[src/rtl/colpt_pkg.sv]
// Shared types, constants and codes for the collision pair test block.
package colpt_pkg;

  localparam int SLOT_W       = 6;
  localparam int OBJECT_SLOTS = 2 ** SLOT_W;
  localparam int FRAC_BITS    = 16;
  localparam int VAL_W        = 32;

  localparam logic REQ_LOAD    = 1'b0;
  localparam logic REQ_COLLIDE = 1'b1;

  localparam logic [1:0] SHP_SPHERE = 2'd0;
  localparam logic [1:0] SHP_PLANE  = 2'd1;
  localparam logic [1:0] SHP_BOX    = 2'd2;
  localparam logic [1:0] SHP_NONE   = 2'd3;

  localparam logic [1:0] LAST_COMP = 2'd2;

  localparam int MA_W      = 54;
  localparam int MD_W      = 16;
  localparam int MUL_STEPS = 3;
  localparam int MB_W      = MD_W * MUL_STEPS;
  localparam int MP_W      = MA_W + MB_W;
  localparam int MCNT_W    = 2;

  localparam int ACC_W  = 68;
  localparam int RAD_W  = ACC_W;
  localparam int ROOT_W = RAD_W / 2;
  localparam int QUO_W  = 38;
  localparam int NUM_W  = QUO_W + ROOT_W;
  localparam int REM_W  = ROOT_W + 1;
  localparam int WRK_W  = REM_W + 2;
  localparam int SRC_W  = NUM_W;
  localparam int RCNT_W = 6;

  localparam int D_W    = VAL_W + 1;
  localparam int DIST_W = ROOT_W + 2;
  localparam int S_W    = 53;
  localparam int SAT_W  = MP_W + 1;

  typedef struct packed {
    logic [1:0]              shape;
    logic signed [VAL_W-1:0] p_x;
    logic signed [VAL_W-1:0] p_y;
    logic signed [VAL_W-1:0] p_z;
    logic signed [VAL_W-1:0] q_x;
    logic signed [VAL_W-1:0] q_y;
    logic signed [VAL_W-1:0] q_z;
    logic signed [VAL_W-1:0] extent;
  } obj_t;

  typedef enum logic [1:0] {
    PAIR_NONE,
    PAIR_SS,
    PAIR_BB,
    PAIR_PS
  } pair_t;

  typedef enum logic [4:0] {
    OP_NONE,
    OP_WRITE,
    OP_LATCH_REQ,
    OP_RD_A,
    OP_RD_B,
    OP_LATCH,
    OP_PREP,
    OP_MUL_SQ,
    OP_ACC_SQ,
    OP_SQRT_START,
    OP_DIST,
    OP_MUL_DD,
    OP_DIV_START,
    OP_PUSH_DIV,
    OP_MUL_NC,
    OP_ACC_NC,
    OP_S_CALC,
    OP_MUL_NS,
    OP_PUSH_NS,
    OP_BOX,
    OP_EMIT
  } dp_op_t;

  typedef struct packed {
    dp_op_t     op;
    logic [1:0] comp;
  } dp_cmd_t;

  typedef struct packed {
    logic  mul_busy;
    logic  rdu_busy;
    logic  len_zero;
    logic  out_free;
    pair_t pair;
  } dp_stat_t;

  typedef enum logic [4:0] {
    S_IDLE,
    S_RD_A,
    S_RD_B,
    S_LATCH,
    S_PREP,
    S_SQ_START,
    S_SQ_WAIT,
    S_SQRT_START,
    S_SQRT_WAIT,
    S_DIST,
    S_LEN_CHK,
    S_DD_START,
    S_DD_WAIT,
    S_DIV_START,
    S_DIV_WAIT,
    S_PUSH_DIV,
    S_NC_START,
    S_NC_WAIT,
    S_S_CALC,
    S_NS_START,
    S_NS_WAIT,
    S_BOX,
    S_EMIT
  } ctl_state_t;

endpackage

[src/rtl/colpt_ctrl.sv]
// Controller: sequences object loads and pair tests through the datapath.
module colpt_ctrl (
  input  logic                clk,
  input  logic                rst,
  input  logic                in_valid,
  input  logic                req_type,
  output logic                in_ready,
  input  colpt_pkg::dp_stat_t stat,
  output colpt_pkg::dp_cmd_t  cmd
);
  import colpt_pkg::*;

  ctl_state_t state;
  ctl_state_t state_next;
  logic [1:0] comp;
  logic [1:0] comp_next;

  always_ff @(posedge clk) begin
    if (rst) begin
      state <= S_IDLE;
      comp  <= '0;
    end else begin
      state <= state_next;
      comp  <= comp_next;
    end
  end

  always_comb begin
    state_next = state;
    comp_next  = comp;
    cmd        = '{op: OP_NONE, comp: comp};
    in_ready   = 1'b0;
    unique case (state)
      S_IDLE: begin
        in_ready = 1'b1;
        if (in_valid) begin
          if (req_type == REQ_LOAD) begin
            cmd.op = OP_WRITE;
          end else begin
            cmd.op     = OP_LATCH_REQ;
            state_next = S_RD_A;
          end
        end
      end
      S_RD_A: begin
        cmd.op     = OP_RD_A;
        state_next = S_RD_B;
      end
      S_RD_B: begin
        cmd.op     = OP_RD_B;
        state_next = S_LATCH;
      end
      S_LATCH: begin
        cmd.op     = OP_LATCH;
        state_next = S_PREP;
      end
      S_PREP: begin
        cmd.op    = OP_PREP;
        comp_next = '0;
        unique case (stat.pair)
          PAIR_SS: state_next = S_SQ_START;
          PAIR_BB: state_next = S_BOX;
          PAIR_PS: state_next = S_NC_START;
          default: state_next = S_EMIT;
        endcase
      end
      S_SQ_START: begin
        cmd.op     = OP_MUL_SQ;
        state_next = S_SQ_WAIT;
      end
      S_SQ_WAIT: begin
        if (!stat.mul_busy) begin
          cmd.op = OP_ACC_SQ;
          if (comp == LAST_COMP) begin
            comp_next  = '0;
            state_next = S_SQRT_START;
          end else begin
            comp_next  = comp + 1'b1;
            state_next = S_SQ_START;
          end
        end
      end
      S_SQRT_START: begin
        cmd.op     = OP_SQRT_START;
        state_next = S_SQRT_WAIT;
      end
      S_SQRT_WAIT: begin
        if (!stat.rdu_busy) begin
          state_next = S_DIST;
        end
      end
      S_DIST: begin
        cmd.op     = OP_DIST;
        state_next = S_LEN_CHK;
      end
      S_LEN_CHK: begin
        state_next = stat.len_zero ? S_EMIT : S_DD_START;
      end
      S_DD_START: begin
        cmd.op     = OP_MUL_DD;
        state_next = S_DD_WAIT;
      end
      S_DD_WAIT: begin
        if (!stat.mul_busy) begin
          state_next = S_DIV_START;
        end
      end
      S_DIV_START: begin
        cmd.op     = OP_DIV_START;
        state_next = S_DIV_WAIT;
      end
      S_DIV_WAIT: begin
        if (!stat.rdu_busy) begin
          state_next = S_PUSH_DIV;
        end
      end
      S_PUSH_DIV: begin
        cmd.op = OP_PUSH_DIV;
        if (comp == LAST_COMP) begin
          comp_next  = '0;
          state_next = S_EMIT;
        end else begin
          comp_next  = comp + 1'b1;
          state_next = S_DD_START;
        end
      end
      S_NC_START: begin
        cmd.op     = OP_MUL_NC;
        state_next = S_NC_WAIT;
      end
      S_NC_WAIT: begin
        if (!stat.mul_busy) begin
          cmd.op = OP_ACC_NC;
          if (comp == LAST_COMP) begin
            comp_next  = '0;
            state_next = S_S_CALC;
          end else begin
            comp_next  = comp + 1'b1;
            state_next = S_NC_START;
          end
        end
      end
      S_S_CALC: begin
        cmd.op     = OP_S_CALC;
        state_next = S_NS_START;
      end
      S_NS_START: begin
        cmd.op     = OP_MUL_NS;
        state_next = S_NS_WAIT;
      end
      S_NS_WAIT: begin
        if (!stat.mul_busy) begin
          cmd.op = OP_PUSH_NS;
          if (comp == LAST_COMP) begin
            comp_next  = '0;
            state_next = S_EMIT;
          end else begin
            comp_next  = comp + 1'b1;
            state_next = S_NS_START;
          end
        end
      end
      S_BOX: begin
        cmd.op     = OP_BOX;
        state_next = S_EMIT;
      end
      S_EMIT: begin
        if (stat.out_free) begin
          cmd.op     = OP_EMIT;
          state_next = S_IDLE;
        end
      end
      default: state_next = S_IDLE;
    endcase
  end

`ifndef NO_ASSERTIONS
  a_no_div_by_zero: assert property (@(posedge clk) disable iff (rst)
    cmd.op == OP_DIV_START |-> !stat.len_zero)
    else $error("division started with zero length");

  a_units_exclusive: assert property (@(posedge clk) disable iff (rst)
    !(stat.mul_busy && stat.rdu_busy))
    else $error("multiplier and root/divide unit busy together");

  a_sqrt_runs: assert property (@(posedge clk) disable iff (rst)
    cmd.op == OP_SQRT_START |=> stat.rdu_busy)
    else $error("square root did not start");
`endif

endmodule

[config.mk]
export PLATFORM = sky130hd
export DESIGN_NAME = colpt_ctrl
export DESIGN_NICKNAME = d
export VERILOG_FILES = /design/src/rtl/colpt_pkg.sv /design/src/rtl/colpt_ctrl.sv
export SDC_FILE = /design/constraint.sdc
export NUM_CORES = 1
export LEC_CHECK = 0
export ABC_AREA = 0
export BUFFER_PORTS_ARGS = -buffer_cell sky130_fd_sc_hd__buf_2
export CELL_PAD_IN_SITES_DETAIL_PLACEMENT = 1
export CELL_PAD_IN_SITES_GLOBAL_PLACEMENT = 2
export CORE_AREA = 2 2 61 63
export CTS_CLUSTER_DIAMETER = 50
export CTS_CLUSTER_SIZE = 12
export DETAILED_ROUTE_END_ITERATION = 10
export DIE_AREA = 0 0 63 65
export PLACE_DENSITY_LB_ADDON = 0.1
export SLEW_MARGIN = 25
export SYNTH_ARGS = -nofsm -noshare
export SYNTH_HDL_FRONTEND = slang
export SYNTH_SLANG_ARGS = --single-unit
[constraint.sdc]
create_clock -name clk -period 1.9 [get_ports clk]
set_input_delay 0.38 -clock clk [delete_from_list [all_inputs] [get_ports clk]]
set_output_delay 0.38 -clock clk [all_outputs]
set_load 0.05 [all_outputs]
Word level (Yosys, flattened, before mapping)
Cells that the tools add are included.

word-level totals
  word-level logic and storage cells = 71
  output and inout bits = 8
  register bits = 7
  input port bits = 10

operators by class
  reductions and logical operators = 5
  multiplexer cells = 27
  add/sub/neg operators = 1
  equality and inequality tests = 36

operator list
  kind                                            number
  one-hot mux 5 bit (23 select lines)             1
  one-hot mux 5 bit (19 select lines)             1
  2-to-1 mux 5 bit                                13
  == test 5 x 4 -> 1 bit (second input constant)  8
  == test 5 bit (second input constant)           7
  == test 5 x 3 -> 1 bit (second input constant)  4
  inequality test 2 bit (second input constant)   10
  one-hot mux 5 bit (3 select lines)              1
  2-to-1 mux 2 bit                                6
  == test 5 x 2 -> 1 bit (second input constant)  2
  AND reduction 9 bit                             1
  2-to-1 mux 4 bit                                2
  == test 2 bit (second input constant)           3
  one-hot mux 2 bit (3 select lines)              1
  == test 5 x 1 -> 1 bit (second input constant)  1
  logical NOT 5 bit                               1
  2-to-1 mux 3 bit                                1
  nonzero test 3 bit                              1
  OR reduction 3 bit                              1
  adder 2 x 1 -> 2 bit (second input constant)    1
  == test 2 x 1 -> 1 bit (second input constant)  1
  AND reduction 2 bit                             1
  2-to-1 mux 1 bit                                1

Logic depth before layout (Yosys ltp)
  depth after elaboration = 4
  mapped depth = 7
  mapped depth without buffers = 7

Worst setup path after synthesis
OpenSTA, ideal clock, no wires.

  path type = register -> output
  from = register state[4]
  to = output port cmd[2] (netlist bit)
  buffers on the path = 0
  data required time = 1.520 ns
  path slack = -1.312 ns
  arrival time = 2.832 ns
  stages on the path, launching flop included = 5
  cell sequence = dfxtp_1 > or2_1 > nor4_2 > nand2_1 > o21ai_0

RTL lines
  what                      line              source
  start: declaration        colpt_ctrl.sv:13  ctl_state_t state;
  start signal: assignment  colpt_ctrl.sv:23  state <= state_next;
  end: declaration          colpt_ctrl.sv:9   output colpt_pkg::dp_cmd_t cmd

==> results.tsv <==
stage	metric	value	unit
critical_path	Crit Path Category	flop to output port	
synthesis	main area contributors after synthesis	dfxtp_1, o21ai_0, a31oi_1	
synthesis	post-synthesis simple-gate area fraction	31.7	%
clocking	H-tree levels	1	
outcome	outcome	finished with violations	
clocking	Skew-Pair Late Insertion Delay	260	ps
die	# IOs	18	
die	die area	4100	um2
critical_path	critical path's largest stage delay	370	ps
synthesis	YS warnings	0	
critical_path	worst path required time	1520	ps
final_layout	Final nets	183	
power	P_leak	0.549	nW
routing	antenna viol nets, final	0	
sta	Worst Skew	13.4	ps
synthesis	Post-synth EDFFs	0	
final_layout	final core utilization	39.8	%
clocking	CTS tree	done	
global_routing	first-pass GRT wire length	6510	um
synthesis	share of the yosys chip area belonging to registers	14.0	%
die	Die X	63	um
routing	DRT Pass-1 Iters	4	
placed_design	placed inst area	1300	um2
placed_design	pre-CTS setup slack	25.8	ps
sta	Worst Setup Slack, final	-28.8	ps
placed_design	Final GP Congestion	0.844	
critical_path	worst-path maximum fanout	7	
synthesis	synthesized net count	153	
synthesis	leading cell types by count after synthesis	o21ai_0, nand2_1, nor2_1	
hold_path	Worst Hold Class	input pin to flop	
critical_path	reg-to-reg setup timing slack	120	ps
synthesis	syn avg cell area	7.14	um2
die	starting density of the core	28.6	%
synthesis	asr flop ratio synth	0	%
synthesis	Gate Count Post-Synth	140	
final_layout	Antenna diodes	0	
critical_path	Worst path slowest cell	dfxtp_4	
clocking	Clock Tree Root	clkbuf_4	
sta	final setup fails	2	
routing	Vias	1221	
clocking	total CTS buffers	3	
sta	Hold Vio Cnt, Final	0	
final_layout	Final Cell Area	1390	um2
sta	Final Cycle Share	102	%
sta	fmax	518	MHz
sta	min cycle time layout	1930	ps
global_routing	GRT Total Usage	20.0	%
global_routing	vias in the first global route	1279	
critical_path	buffers and inverters on the worst path	1	
sta	Hold Slack	382	ps
global_routing	largest net degree at the start of global routing	19	
die	die height	65	um
routing	Detailed Route Iter0 Violations	21	
die	core area	3500	um2
placed_design	post-DP HPWL	3000	um
final_layout	Filler Cell Count	467	
power	IR Drop Worst-Case VDD	0.326	mV
routing	final WL	3850	um
clocking	Sink Count	7	
critical_path	Worst Path Arrival	1550	ps
clocking	CTS Hold Bufs	0	
synthesis	most frequent cell after synthesis	o21ai_0	
sta	RSZ-0062 raised after global routing	true	
synthesis	Synth cell types	53	
placed_design	cell count after placement	213	
critical_path	crit-path cells	and2_2 -> o21a_1 -> a31oi_2 -> o21ai_2 -> buf_4	
sta	Slew Viols, Final	0	
critical_path	Critical Path Source Type	flop	
sta	Rel. slew slack	71.6	%
global_routing	initial antenna violation count	0	
routing	Post-route DRC	0	
synthesis	Mapped Area	1000	um2
synthesis	compound-gate portion of the synthesized area	37.3	%
synthesis	main combinational cell family by area after synthesis	compound AO/OA/AOI/OAI gates	
critical_path	critical path capture point type	output port	
die	Site Rows	22	
synthesis	flops & latches, synth	7	
synthesis	top_reg_cell synth	dfxtp_1	
outcome	failing checks	negative setup slack	
routing	mean number of vias per cell	5.63	
final_layout	Area Overhead vs Synth	39.2	%
global_routing	Congestion Overflow GR	0	
synthesis	post-synth top area share	14.0	%
synthesis	XOR/XNOR Fraction of Synth Area	2.63	%
synthesis	portion of netlist area occupied by mux cells	0	%
sta	measured slew at the worst slew-check pin	423	ps
critical_path	Top delay family on crit path	compound AO/OA/AOI/OAI gates	
synthesis	post-synth top area cell	dfxtp_1	
clocking	Clock Tree Buf Depth	2	
clocking	post-CTS setup buffers	0	
power	PD cells	1400	nW/um2
final_layout	layout cells sized above 1	38.5	%
clocking	clock slew at reported path FFs	60	ps
final_layout	non-filler cells, final	217	
synthesis	adder-cell area share of the yosys netlist	4.76	%
routing	Routed wire per std cell	17.7	um
run	Max Cap Viol	0	
placed_design	port bufs	17	
-- per-stage QoR --
| stage | power [mW] | TNS (ps) |
|---|---|---|
| 2_1_floorplan | 1.32 | -537 |
| 3_3_place_gp | 1.68 | 0 |
| 3_5_place_dp | 1.70 | 0 |
| 4_1_cts | 1.93 | -26.5 |
| 5_1_grt | 2.07 | -168 |
| 6_report | 1.95 | -41.3 |
-- flip-flops by register name, indices dropped and copies added (netlist names) --
name,count
state,5
comp,2
-- layout make-up --
class                           instances  area (um2)  area share, %
Multi-Input combinational cell        113         846           60.8
Sequential cell                         7         154           11.1
Clock buffer                            4        26.3           1.89
Tap cell                               48        60.1           4.32
Inverter                                7        28.8           2.07
Timing Repair Buffer                   38         277           19.9
-- path summary, 6_finish.rpt --
check | from | endpoint | cells after the start
setup reg to reg | state[4] | state[1] | 6
setup / recovery | state[2] | cmd[5] | 5
hold reg to reg | comp[0] | comp[0] | 2
hold / removal | rst | state[3] | 2
-- worst register-to-register path, stage by stage, from the launching register on --
cell	delay [ps]
dfxtp_2	370
buf_6	190
nand2b_1	220
nor4b_1	90
a211o_1	300
nor4_1	370
nor3_1	90
-- metal layers --
layer / track usage, % / wire (um)
met1: 24.0 / 1680
met5: 0 / 0
met4: 4.72 / 40
met3: 1.91 / 124
met2: 38.0 / 2010
-- placed cells by master (no fill, tap or decap), drive strengths merged, types with 6 or more instances in the layout --
master / synthesis / routed
buf: 9 / 38
o21ai: 14 / 14
nand2: 10 / 10
nor2: 8 / 8
a21oi: 7 / 7
inv: 7 / 7
dfxtp: 7 / 7
a31oi: 6 / 6
-- logic make-up (layout without fill, tap and decap cells) --
family	after synthesis	in the layout
buf+inv	20	49
compound gates	52	52
fa+ha+maj	4	4
xor+xnor	3	3
flops	7	7
simple gates	54	54
-- report_power, final --
part           switching [mW]  total [mW]  leakage (nW)  internal (mW)
logic                   0.911        1.54         0.474          0.624
clock network          0.0605       0.141        0.0150         0.0805
registers              0.0803       0.272        0.0600          0.191
-- repair_timing --
item | 4_1_cts | 5_1_grt
hold endpoints to repair | 0 | 0
resized for setup | 17 | 4
pin swaps | 3 | 1
endpoints found under the setup margin | 6 | 5
No activity file was read; power rests on OpenSTA's default activity.
